==> src/rtl/core/assert_macros.svh <==
// Assertion macros shared by the polyline point block.
`ifndef ASSERT_MACROS_SVH
`define ASSERT_MACROS_SVH

// Consequent holds in the same cycle as the antecedent.
`define PPF_ASSERT_SAME(lbl, clk, rst, ante, cons) \
   lbl: assert property (@(posedge clk) disable iff (rst) (ante) |-> (cons)) \
      else $error("assertion failed");

// Consequent holds in the cycle after the antecedent.
`define PPF_ASSERT_NEXT(lbl, clk, rst, ante, cons) \
   lbl: assert property (@(posedge clk) disable iff (rst) (ante) |=> (cons)) \
      else $error("assertion failed");

`endif

==> src/rtl/core/ppf_pkg.sv <==
// Types, codes and constants of the polyline point block.
`default_nettype none
package ppf_pkg;

   typedef enum logic [1:0] {
      OP_CLEAR = 2'd0,
      OP_LOAD  = 2'd1,
      OP_QUERY = 2'd2,
      OP_NONE  = 2'd3
   } op_type;

   localparam logic [1:0] STATUS_OK    = 2'd0;
   localparam logic [1:0] STATUS_EMPTY = 2'd1;
   localparam logic [1:0] STATUS_FULL  = 2'd2;

   typedef enum logic [3:0] {
      S_IDLE, S_POINT, S_MUL, S_PRIME, S_WALK, S_WAIT, S_LON, S_LAT, S_FIN
   } state_type;

   localparam int LON_W  = 32;
   localparam int LAT_W  = 31;
   localparam int LEN_W  = 32;
   localparam int BRG_W  = 17;
   localparam int Q_W    = 16;
   localparam int F_W    = 17;
   localparam int NEED_W = LEN_W + Q_W;
   localparam int ANG_W  = 26;
   localparam int CRD_W  = 36;

   localparam logic [4:0] CORDIC_LAST = 5'd16;
   localparam logic [4:0] DIV_LAST    = 5'd16;

   localparam logic signed [ANG_W-1:0] DEG90  = 26'sd5898240;
   localparam logic signed [ANG_W-1:0] DEG180 = 26'sd11796480;
   localparam logic signed [ANG_W-1:0] DEG360 = 26'sd23592960;
   localparam logic [BRG_W-1:0] BEARING_WRAP = 17'd92160;

   typedef struct packed {
      logic signed [LON_W-1:0] lon;
      logic signed [LAT_W-1:0] lat;
      logic [LEN_W-1:0]        len;
   } vertex_type;

   typedef struct packed {
      logic signed [LON_W:0] east;
      logic signed [LAT_W:0] north;
   } vec_type;

   // Arctangent of 2^-i in 1/65536 degree units.
   function automatic logic signed [ANG_W-1:0] atan_entry(input logic [4:0] idx);
      logic signed [ANG_W-1:0] val;
      unique case (idx)
         5'd0:  val = 26'sd2949120;
         5'd1:  val = 26'sd1740967;
         5'd2:  val = 26'sd919879;
         5'd3:  val = 26'sd466945;
         5'd4:  val = 26'sd234379;
         5'd5:  val = 26'sd117304;
         5'd6:  val = 26'sd58666;
         5'd7:  val = 26'sd29335;
         5'd8:  val = 26'sd14668;
         5'd9:  val = 26'sd7334;
         5'd10: val = 26'sd3667;
         5'd11: val = 26'sd1833;
         5'd12: val = 26'sd917;
         5'd13: val = 26'sd458;
         5'd14: val = 26'sd229;
         5'd15: val = 26'sd115;
         5'd16: val = 26'sd57;
         default: val = 26'sd0;
      endcase
      return val;
   endfunction

endpackage
`default_nettype wire

==> src/rtl/core/ppf_divider.sv <==
// Restoring divider: Q16 fraction within a segment, one quotient bit a cycle.
`default_nettype none
module ppf_divider (
   input  wire logic                         clock,
   input  wire logic                         reset,
   input  wire logic                         start,
   input  wire logic [ppf_pkg::NEED_W-1:0]   need,
   input  wire logic [ppf_pkg::LEN_W-1:0]    len,
   output logic                              done,
   output logic [ppf_pkg::F_W-1:0]           quot
);

   logic                          busy_ff, busy_in;
   logic                          done_ff, done_in;
   logic [4:0]                    step_ff, step_in;
   logic [ppf_pkg::NEED_W-1:0]    rem_ff, rem_in;
   logic [ppf_pkg::NEED_W-1:0]    dsh_ff, dsh_in;
   logic [ppf_pkg::F_W-1:0]       q_ff, q_in;

   // Subtract the shifted divisor where it fits, shift it down
   always_comb begin
      busy_in = busy_ff;
      done_in = 1'b0;
      step_in = step_ff;
      rem_in  = rem_ff;
      dsh_in  = dsh_ff;
      q_in    = q_ff;
      if (start) begin
         busy_in = 1'b1;
         step_in = 5'd0;
         rem_in  = need;
         dsh_in  = {len, {ppf_pkg::Q_W{1'b0}}};
         q_in    = '0;
      end else if (busy_ff) begin
         if (rem_ff >= dsh_ff) begin
            rem_in = rem_ff - dsh_ff;
            q_in   = {q_ff[ppf_pkg::F_W-2:0], 1'b1};
         end else begin
            q_in   = {q_ff[ppf_pkg::F_W-2:0], 1'b0};
         end
         dsh_in  = dsh_ff >> 1;
         step_in = step_ff + 5'd1;
         if (step_ff == ppf_pkg::DIV_LAST) begin
            busy_in = 1'b0;
            done_in = 1'b1;
         end
      end
   end

   always_ff @(posedge clock) begin
      if (reset) begin
         busy_ff <= 1'b0;
         done_ff <= 1'b0;
      end else begin
         busy_ff <= busy_in;
         done_ff <= done_in;
      end
      step_ff <= step_in;
      rem_ff  <= rem_in;
      dsh_ff  <= dsh_in;
      q_ff    <= q_in;
   end

   assign done = done_ff;
   assign quot = q_ff;

endmodule
`default_nettype wire

==> config.mk <==
export PLATFORM = sky130hd
export DESIGN_NAME = ppf_divider
export DESIGN_NICKNAME = d
export VERILOG_FILES = /design/src/rtl/core/assert_macros.svh /design/src/rtl/core/ppf_pkg.sv /design/src/rtl/core/ppf_divider.sv
export SDC_FILE = /design/constraint.sdc
export NUM_CORES = 1
export LEC_CHECK = 0
export BUFFER_PORTS_ARGS = -buffer_cell sky130_fd_sc_hd__buf_4
export CORE_MARGIN = 4
export CORE_UTILIZATION = 59
export DETAILED_ROUTE_END_ITERATION = 8
export GPL_TIMING_DRIVEN = 0
export PLACE_DENSITY = 0.81
export SYNTH_ARGS = -nofsm -noshare
export SYNTH_HDL_FRONTEND = slang
export SYNTH_SLANG_ARGS = --single-unit
export TNS_END_PERCENT = 20
==> constraint.sdc <==
create_clock -name clock -period 4.5 [get_ports clock]
set_input_delay 0.45 -clock clock [delete_from_list [all_inputs] [get_ports clock]]
set_output_delay 0.45 -clock clock [all_outputs]
set_load 0.05 [all_outputs]
After elaboration in Yosys (flattened, before gate mapping)
Index checks and enable logic that the tools add are counted.

Bits in registers: 120. Input bits: 83.

Add/sub/neg operators: 2. Order comparisons: 1. Equality and inequality tests: 1. Mux-type cells: 10. Bitwise gates (word level): 1. Reductions and logical operators: 4.

Operators with widths (count): 48-bit two-way mux (5); 48-bit >= comparator (1); 48-bit subtractor (1); 5-bit by 1-bit adder with 5-bit output, second input constant (1); 5-bit == test, second input constant (1); 1-bit two-way mux (5); 2-bit nonzero test (2); 3-bit OR reduction (1); 2-bit AND reduction (1); 1-bit inverter (1).

Depth between registers and ports, before layout
Gate-level depths: netlist of the first run.

Word-level depth: 4. Gate-level depth with buffers: 13. Mapped depth without buffers: 13.

Least setup slack after synthesis of the first run
No wires, ideal clock.

Kind: reg2reg. From: reg rem_ff[0] in the netlist's numbering. To: reg rem_ff[0] in the netlist's numbering (enable). Arrival: 3.470 ns. Data required time: 3.917 ns. Slack: 0.447 ns. Stages on the path, launching flop included: 14. Path buffers: 0. Cell sequence: edfxtp_1 > inv_1 > ha_1 > inv_1 > fa_1 > a211oi_2 > o21ai_1 > a32oi_1 > a211oi_2 > a21o_1 > a21oi_1 > a21oi_1 > o311ai_1 > nand2_1.

Word-level cells in the longest chain between the ends: 3.

RTL lines: from (decl) (line ppf_divider.sv:16) `logic [ppf_pkg::NEED_W-1:0] rem_ff, rem_in;`; from (signal assigned) (line ppf_divider.sv:59) `rem_ff <= rem_in;`; 48-bit >= comparator (line ppf_divider.sv:35) `if (rem_ff >= dsh_ff) begin`; 2-bit nonzero test (no source line); 2-bit AND reduction (no source line).

No other way between the ends. A chain may end at the register's enable or synchronous reset.

Worst setup path after layout of the first run
From: reg rem_ff[0] in the netlist's numbering. To: reg rem_ff[12] in the netlist's numbering (enable).

Same word-level chain as after synthesis.

==> run metrics, run 1 <==
status=complete, no violations; clock-pin transition on the worst setup and hold timing paths=0.06 ns; fill count=1,004; fin area=0.009407 mm2; Max Root-Sink Buffers=2; fmax=235.4 MHz; area grow syn2layout=20.00%; CP Launch Type=register; CP required=4.67 ns; Synthesized Nets=1,036; pwr/cell area=491.2 mW/mm2; core footprint=0.01282 mm2; DRT iter0 DRCs=678; DP Worst Slack=0.09588 ns; drt total wl=20.56 mm; post-synthesis sequential area ratio=40.86%; buffer count from post-CTS setup fixing=0; prevailing post-synth register cell=edfxtp_1; Setup CP Type=reg2reg; Rows=41; DP Wirelength=14.77 mm; hold violation count in the final report=0; Post-Syn Instances=902; Ports=101; die height=123.3 um; Final ANT Viol Nets=0; Slew Limit Headroom=39.30%; max-cap violations=0; unrepaired setup endpoints after global routing=false; antenna violations before repair=0; Sink Count=120; Slew Limit Fails=0; CTS tree=done; commonest cells after routing, fill and taps aside=151 x nand2_1, 99 x buf_4, 91 x o21ai_0, 80 x edfxtp_1, 70 x nor2_1; FFs w/ async S/R, synth=0%; clock insertion delay at the later pin of the skew report=0.43 ns; port buffer count=99; Syn Area/Cell=8.690 um2; Initial Utilization=61.12%; Worst Slack Setup Final=0.2520 ns; detail-routed via count per cell=5.819; worst slew pin tran=0.9104 ns; CTS Hold Buffers Added=0; Chip Width=123.3 um; Final setup viols=0; number of clock buffers inserted by TritonCTS=17; clock skew=0.007905 ns; vias in the first global route=6,699; routability cong.=0.9229; Nets=1,155; crit path capture type=register; final worst-path cycle share=94.40%; total gr overflow=0; Cell Area, Synth=0.007839 mm2; Pre-antenna DRT Iters=5; Yosys cell types=62; DRC violations left=0; worst-path maximum fanout=32; minimum clock period=4.248 ns; Lkg Pwr=3.971 nW; H-Tree Depth=4; CTS Root Cell=clkbuf_16; maximum VDD drop=303.6 uV; share of layout cells above drive strength 1=15.38%; first-pass GRT wire length=32.86 mm; commonest non-fill, non-tap cell in the layout=nand2_1; number of synthesized flops with an enable pin=80; gr usage total=27.84%; dpl cell area=0.008820 mm2; largest net degree at the start of global routing=33; Seq cells post-synth=120; crit path DAT=4.42 ns; Routed WL per cell=17.05 um; Diodes inserted=0; Hold Path Class=in2reg; Pwr Total=4.620 mW; Synth warnings=0; Via Count=7,018; die area=0.01519 mm2
-- state kept, by name (all words and copies together), names as in the netlist --
name / flops
busy_ff: 1
done: 1
dsh_ff: 48
quot: 17
rem_ff: 48
step_ff: 5
-- report_power, final --
group          switching (mW)  internal (mW)
logic                    1.11          0.735
registers              0.0645           1.39
clock network           0.535          0.787
-- timing repair --
item                                    in CTS  in global routing
endpoints found under the hold margin        0                  0
resized for setup                            0                  2
endpoints found under the setup margin       0                 32
-- cell families (layout without fill, tap and decap cells) --
| logic type | count (synthesis) | count (layout) | synth area share (%) |
|---|---|---|---|
| AO/OA/AOI/OAI | 251 | 251 | 20.08 |
| XOR/XNOR | 42 | 42 | 4.693 |
| adder cells (fa/ha/maj) | 51 | 51 | 8.236 |
| buffers and inverters | 112 | 244 | 5.459 |
| flip-flops | 120 | 120 | 40.86 |
| multiplexers | 36 | 36 | 4.645 |
| AND/OR/NAND/NOR | 290 | 290 | 16.03 |
-- routing by layer --
metal,wire length (um),track usage (%),vias up
met4,350,8.858,0
met1,9247,37.28,3266
met3,1511,6.267,34
met5,0,0,-
li1,-,-,3438
met2,9455,45.06,280
-- worst max-delay path, cell delays in order (launching register included) --
cell	delay (ns)
edfxtp_1	0.36
inv_1	0.07
ha_1	0.15
inv_1	0.05
fa_1	0.43
a211oi_2	0.27
o21ai_1	0.16
a32oi_1	0.42
a211oi_2	0.18
a21o_1	0.27
a21oi_1	0.48
a21oi_1	0.15
o311ai_2	0.42
nand2_4	0.27
buf_12	0.29
-- final cells by class --
class	instances	area, um2	share of cell area, %
plain buffers	45	176.4	1.875
flip-flops and latches	120	3203	34.05
well taps	172	215.2	2.288
clock buffers	21	491.7	5.227
inverters	67	251.5	2.674
clock inverters	11	82.58	0.8779
multi-input cells	670	4223	44.89
repair buffers	100	763.2	8.114
-- per-stage QoR --
stage	hold slack (ns)	TNS, ns	cells	utilization (%)
3_3_place_gp	0.4773	-50.36	1173	68.60
3_5_place_dp	0.4869	0	1174	68.77
4_1_cts	0.1697	0	1206	73.25
2_1_floorplan	0.4647	0	902	-
6_report	0.1835	0	1206	73.35
5_1_grt	0.1720	0	1206	73.35
-- worst paths after layout --
path	startpoint	to	slack, ns	cells after the start
hold / removal	reset	busy_ff$_SDFF_PP0_	0.18	2
setup / recovery	rem_ff[0]$_DFFE_PP_	rem_ff[12]$_DFFE_PP_	0.25	14
hold reg to reg	dsh_ff[0]$_SDFFE_PP0P_	dsh_ff[0]$_SDFFE_PP0P_	0.51	2
setup reg to reg	rem_ff[0]$_DFFE_PP_	rem_ff[12]$_DFFE_PP_	0.25	14
-- synthesized netlist by cell type (8+ instances only) --
cell | instances | area share, %
a21o_1 | 21 | 2.0
a21oi_1 | 62 | 4.0
clkbuf_1 | 35 | 1.7
dfxtp_1 | 40 | 10
edfxtp_1 | 80 | 31
ha_1 | 50 | 8.0
inv_1 | 67 | 3.2
mux2i_1 | 33 | 4.2
nand2_1 | 152 | 7.3
nand3_1 | 9 | 0.57
nand4_1 | 8 | 0.64
nor2_1 | 70 | 3.4
nor2b_1 | 9 | 0.72
nor3_1 | 15 | 0.96
o21a_1 | 9 | 0.86
o21ai_0 | 91 | 5.8
o21bai_1 | 14 | 1.3
xnor2_1 | 20 | 2.2
xor2_1 | 22 | 2.5
No activity file was read; power rests on OpenSTA's default activity.
==> run 2: changes to the inputs <==
--- a/config.mk
+++ b/config.mk
@@ -10,7 +10,8 @@
 export CORE_UTILIZATION = 59
 export DETAILED_ROUTE_END_ITERATION = 8
 export GPL_TIMING_DRIVEN = 0
-export PLACE_DENSITY = 0.81
+export PLACE_DENSITY = 0.82
+export SKIP_CTS_REPAIR_TIMING = 1
 export SYNTH_ARGS = -nofsm -noshare
 export SYNTH_HDL_FRONTEND = slang
 export SYNTH_SLANG_ARGS = --single-unit
==> run 2 against run 1 <==
Against the previous run:
- sequential cell count unchanged
- worst hold slack gained 0.0054 ns
- count of clock-buffer cells in the layout down 1
- final cell count unchanged
- utilization increased by 0.12 points
- setup slack gained 0.062 ns
- sequential power hardly changed
- maximum frequency grew 1.5%
==> run metrics, run 2 (synthesized netlist as in run 1, its figures left out) <==
status=complete, no violations; Final ANT Viol Nets=0; final worst-path cycle share=93.01%; clock-pin transition on the worst setup and hold timing paths=0.06 ns; DP Wirelength=14.86 mm; Seq pwr share=31.4%; Routed WL per cell=16.89 um; detail-routed via count per cell=5.857; gr usage total=27.24%; vias in the first global route=6,639; combinational power share=39.8%; commonest cells after routing, fill and taps aside=151 x nand2_1, 99 x buf_4, 91 x o21ai_0, 80 x edfxtp_1, 70 x nor2_1; minimum clock period=4.186 ns; Clk pwr share=28.8%; crit path DAT=4.36 ns; fin area=0.009422 mm2; H-Tree Depth=4; pwr/cell area=491.7 mW/mm2; switching pwr=1.704 mW; Net Sw Frac=36.79%; Pre-antenna DRT Iters=5; die area=0.01519 mm2; CP required=4.67 ns; P_int=2.928 mW; antenna violations before repair=0; Hold Path Class=in2reg; total gr overflow=0; CTS tree=done; Slew Limit Fails=0; clock skew=0.007701 ns; Initial Utilization=61.12%; crit path capture type=register; post-route setup TNS=0 ns; Pwr Total=4.633 mW; die height=123.3 um; Lkg Pwr=3.970 nW; max-cap violations=0; Nets=1,155; clock insertion delay at the later pin of the skew report=0.43 ns; Worst Slack Setup Final=0.3144 ns; worst hold-check slack=0.1889 ns; Setup CP Type=reg2reg; Chip Width=123.3 um; CTS Root Cell=clkbuf_16; number of clock buffers inserted by TritonCTS=17; hold violation count in the final report=0; worst slew pin tran=0.9028 ns; drt total wl=20.37 mm; Slew Limit Headroom=39.81%; maximum VDD drop=308.8 uV; worst-path maximum fanout=25; DP Worst Slack=-0.09046 ns; Final setup viols=0; unrepaired setup endpoints after global routing=false; first-pass GRT wire length=32.33 mm; Diodes inserted=0; fmax=238.9 MHz; Max Root-Sink Buffers=2; area grow syn2layout=20.19%; DRT iter0 DRCs=651; core footprint=0.01282 mm2; Ports=101; share of layout cells above drive strength 1=15.38%; Sink Count=120; routability cong.=0.9277; Rows=41; commonest non-fill, non-tap cell in the layout=nand2_1; largest net degree at the start of global routing=33; port buffer count=99; Via Count=7,063; dpl cell area=0.008820 mm2; CP Launch Type=register; DRC violations left=0
run 2: changes by cell type in the layout (fill, tap and decap cells not counted), sizes merged:
cell,delta
clkbuf,-1
clkinv,+3
clkinvlp,+1
inv,-3
run 2: final timing paths:
kind,from,to,slack (ns),cells after the start
worst max-delay path,rem_ff[0]$_DFFE_PP_,rem_ff[14]$_DFFE_PP_,0.31,14
worst min-delay path,reset,busy_ff$_SDFF_PP0_,0.19,2
worst max register to register,rem_ff[0]$_DFFE_PP_,rem_ff[14]$_DFFE_PP_,0.31,14
worst min register to register,dsh_ff[0]$_SDFFE_PP0P_,dsh_ff[0]$_SDFFE_PP0P_,0.50,2
run 2: layout make-up:
cell class,count,area (um2)
plain buffers,45,176.4
clock buffers,20,500.5
clock inverters,12,85.08
fillers,1021,3403
inverters,67,251.5
multi-input cells,670,4227
flip-flops and latches,120,3203
well taps,172,215.2
repair buffers,100,763.2
run 2: power groups by stage:
stage | clock (mW) | sequential, mW | combinational [mW]
global placement | 0 | 1.47 | 1.74
global route | 1.39 | 1.47 | 2.04
finish | 1.33 | 1.45 | 1.84
CTS | 1.34 | 1.45 | 1.80
floorplan | 0 | 1.46 | 1.37
detailed placement | 0 | 1.47 | 1.78
run 2: critical path, cell delays in order, from the launching register on:
cell      delay, ns
edfxtp_1       0.36
inv_1          0.06
ha_1           0.15
inv_1          0.05
fa_1           0.43
a211oi_2       0.28
o21ai_1        0.16
a32oi_1        0.42
a211oi_2       0.17
a21o_1         0.27
a21oi_2        0.37
a21oi_1        0.15
o311ai_2       0.40
nand2_4        0.32
buf_12         0.31
run 2: through the flow:
stage | utilization [%] | cells
after global placement | 68.60 | 1173
after CTS | 73.34 | 1206
after global routing | 73.46 | 1206
after floorplan | - | 902
after detailed placement | 68.77 | 1174
final | 73.46 | 1206
run 2: routing by layer:
metal	track usage (%)	vias up	routed length (um)
li1	-	3429	-
met1	37.57	3298	9218
met2	42.17	274	9170
met3	6.130	62	1512
met4	9.965	0	466
met5	0	-	0
==> run 3: changes to the inputs <==
--- a/config.mk
+++ b/config.mk
@@ -5,12 +5,13 @@
 export SDC_FILE = /design/constraint.sdc
 export NUM_CORES = 1
 export LEC_CHECK = 0
+export ABC_AREA = 1
 export BUFFER_PORTS_ARGS = -buffer_cell sky130_fd_sc_hd__buf_4
 export CORE_MARGIN = 4
-export CORE_UTILIZATION = 59
+export CORE_UTILIZATION = 40
 export DETAILED_ROUTE_END_ITERATION = 8
 export GPL_TIMING_DRIVEN = 0
-export PLACE_DENSITY = 0.82
+export PLACE_DENSITY = 0.59
 export SKIP_CTS_REPAIR_TIMING = 1
 export SYNTH_ARGS = -nofsm -noshare
 export SYNTH_HDL_FRONTEND = slang
==> constraint.sdc (replaced) <==
create_clock -name clock -period 4.6 [get_ports clock]
set_input_delay 0.46 -clock clock [delete_from_list [all_inputs] [get_ports clock]]
set_output_delay 0.46 -clock clock [all_outputs]
set_load 0.05 [all_outputs]
==> run 3 against run 2 <==
Against the previous run:
- maximum frequency up 36%
- worst hold slack better by 0.018 ns
- largest cell class unchanged
- clock skew up 0.0019 ns
- via count up 21%
- utilization down 25 points
==> run metrics, run 3 <==
Slowest cell on crit path=fa_1; Ports=101; Post-Syn Instances=1,376; Top delay family on crit path=simple AND/OR/NAND/NOR gates; prevailing post-synth register cell=edfxtp_1; Hold Path Class=in2reg; worst-path maximum fanout=27; minimum clock period=3.086 ns; Syn Area/Cell=6.660 um2; die area=0.02540 mm2; maximum VDD drop=236.5 uV; vias in the first global route=8,344; detail-routed via count per cell=4.745; M1 WL=13.89 mm; crit path capture type=register; DR top layer=met4; drt total wl=27.57 mm; DRC violations left=0; fill count=2,388; post-synth top area share=26.22%; gr usage total=22.02%; clock insertion delay at the later pin of the skew report=0.43 ns; area grow syn2layout=19.09%; clock skew=0.009592 ns; worst stage delay on the critical path=0.45 ns; met2 wire len=11.76 mm; crit path DAT=3.25 ns; DP Wirelength=22.41 mm; Cell Chain, Critical Path=inv_1 -> ha_1 -> inv_1 -> fa_1 -> nand3_1 -> nand3_2 -> nand2_1 -> nand2_1 -> nand3_1 -> nand2_2 -> nand2_1 -> nand4_1 -> nand2_1 -> nand2_2 -> buf_12; number of synthesized flops with an enable pin=80; status=complete, no violations; Storage cell area=0.003203 mm2; post-route setup TNS=0 ns; Via Count=8,518; Final ANT Viol Nets=0; unrepaired setup endpoints after global routing=false; Synth warnings=0; met3 wire len=1.284 mm; first-pass GRT wire length=44.33 mm; Routed WL per cell=15.36 um; clock-pin transition on the worst setup and hold timing paths=0.06 ns; share of layout cells above drive strength 1=16.56%; Lkg Pwr=5.562 nW; final worst-path cycle share=67.09%; routability cong.=0.9577; Yosys cell types=37; Slew Limit Fails=0; Synthesized Nets=1,510; most frequent CP cell=nand2_1; Pre-antenna DRT Iters=5; number of clock buffers inserted by TritonCTS=17; Initial Utilization=40.60%; Setup CP Type=reg2reg; Max Root-Sink Buffers=2; Cell Area, Synth=0.009164 mm2; worst hold-check slack=0.2069 ns; Placed Cells incl. Taps=1,763; Final Non-Filler Cells=1,795; die height=159.4 um; post-synthesis sequential area ratio=34.95%; Seq cells post-synth=120; CP Launch Type=register; antenna violations before repair=0; commonest non-fill, non-tap cell in the layout=nand2_1; Slew Limit Headroom=48.49%; max-cap violations=0; fmax=324.0 MHz; Sink Count=120; area leader, netlist=edfxtp_1; core footprint=0.02257 mm2; Diodes inserted=0; Synth area leaders=edfxtp_1 26%, nand2_1 21%, inv_1 12%; total gr overflow=0; DRT iter0 DRCs=553; CTS Root Cell=clkbuf_16; CTS tree=done; WP buf/inv=3; Chip Width=159.4 um; FFs w/ async S/R, synth=0%; CP required=4.77 ns; port buffer count=100; hold violation count in the final report=0; Nets=1,631; Rows=55; pwr/cell area=439.0 mW/mm2; Multi-input gate area=0.004737 mm2; H-Tree Depth=4; commonest cells after routing, fill and taps aside=506 x nand2_1, 284 x inv_1, 101 x buf_4, 80 x edfxtp_1, 65 x nand3_1; synth cell count leaders=507 x nand2_1, 284 x inv_1, 80 x edfxtp_1; largest net degree at the start of global routing=28; Final setup viols=0; most frequent cell after synthesis=nand2_1; worst slew pin tran=0.7726 ns
[run 3: cell types whose count changed in the layout (fill, tap and decap cells not counted), moves of 32 or more]
| cell | before | now |
|---|---|---|
| nor2_2 | 0 | 36 |
| mux2i_1 | 33 | 0 |
| nand2_2 | 0 | 32 |
| nand2_1 | 151 | 506 |
| inv_1 | 67 | 284 |
| nand3_1 | 9 | 65 |
| o21ai_0 | 91 | 47 |
[run 3: cell families (layout without fill, tap and decap cells)]
logic type | count (synthesis) | after routing | share of synthesized area [%]
buffers and inverters | 323 | 457 | 13.38
and+or+nand+nor | 742 | 742 | 35.84
AOI/OAI and AO/OA | 125 | 125 | 7.346
adders and majority gates | 51 | 51 | 7.045
DFF | 120 | 120 | 34.95
xor gates and xnor gates | 15 | 15 | 1.434
[run 3: cell type report]
type	count	share of cell area, %
repair buffers	102	7.315
inverters	299	10.28
multi-input cells	933	43.41
clock buffers	18	4.127
clock inverters	14	1.284
plain buffers	24	0.9631
flip-flops and latches	120	29.35
well taps	285	3.268
[run 3: path summary, 6_finish.rpt]
kind                           start                       to  slack (ns)  cells after the start
max              rem_ff[0]$_DFFE_PP_     rem_ff[26]$_DFFE_PP_        1.51                     15
min                            reset          done$_SDFF_PP0_        0.21                      2
max reg2reg      rem_ff[0]$_DFFE_PP_     rem_ff[26]$_DFFE_PP_        1.51                     15
min reg2reg  step_ff[4]$_SDFFE_PP0P_  step_ff[4]$_SDFFE_PP0P_        0.48                      1
[run 3: through the flow]
stage               power (mW)  area (um2)  worst slack [ns]  utilization, %
floorplan                2.862        9164             1.511               -
global placement         3.415       10270            0.4422           45.50
detailed placement       3.435       10320             1.473           45.73
CTS                      4.819       10910             1.467           48.35
global route             5.175       10910             1.226           48.35
finish                   4.791       10910             1.514           48.35
[run 3: where the power goes]
group / total (mW) / leakage (nW) / switching (mW) / internal [mW]
Combinational: 2.06 / 4.12 / 1.37 / 0.685
Sequential: 1.36 / 1.14 / 0.0396 / 1.32
Clock: 1.37 / 0.298 / 0.614 / 0.758
[run 3: worst register-to-register path, cell delays in order, from the launching register on]
cell	delay [ns]
edfxtp_1	0.36
inv_1	0.06
ha_1	0.13
inv_1	0.08
fa_1	0.45
nand3_1	0.12
nand3_2	0.12
nand2_1	0.09
nand2_1	0.11
nand3_1	0.11
nand2_2	0.13
nand2_1	0.09
nand4_1	0.15
nand2_1	0.11
nand2_2	0.34
buf_12	0.33
[run 3: routing by layer]
metal	global-route usage [%]	up-vias
met5	0	-
met4	7.061	0
met3	3.546	31
met2	33.60	185
met1	31.96	3812
li1	-	4490
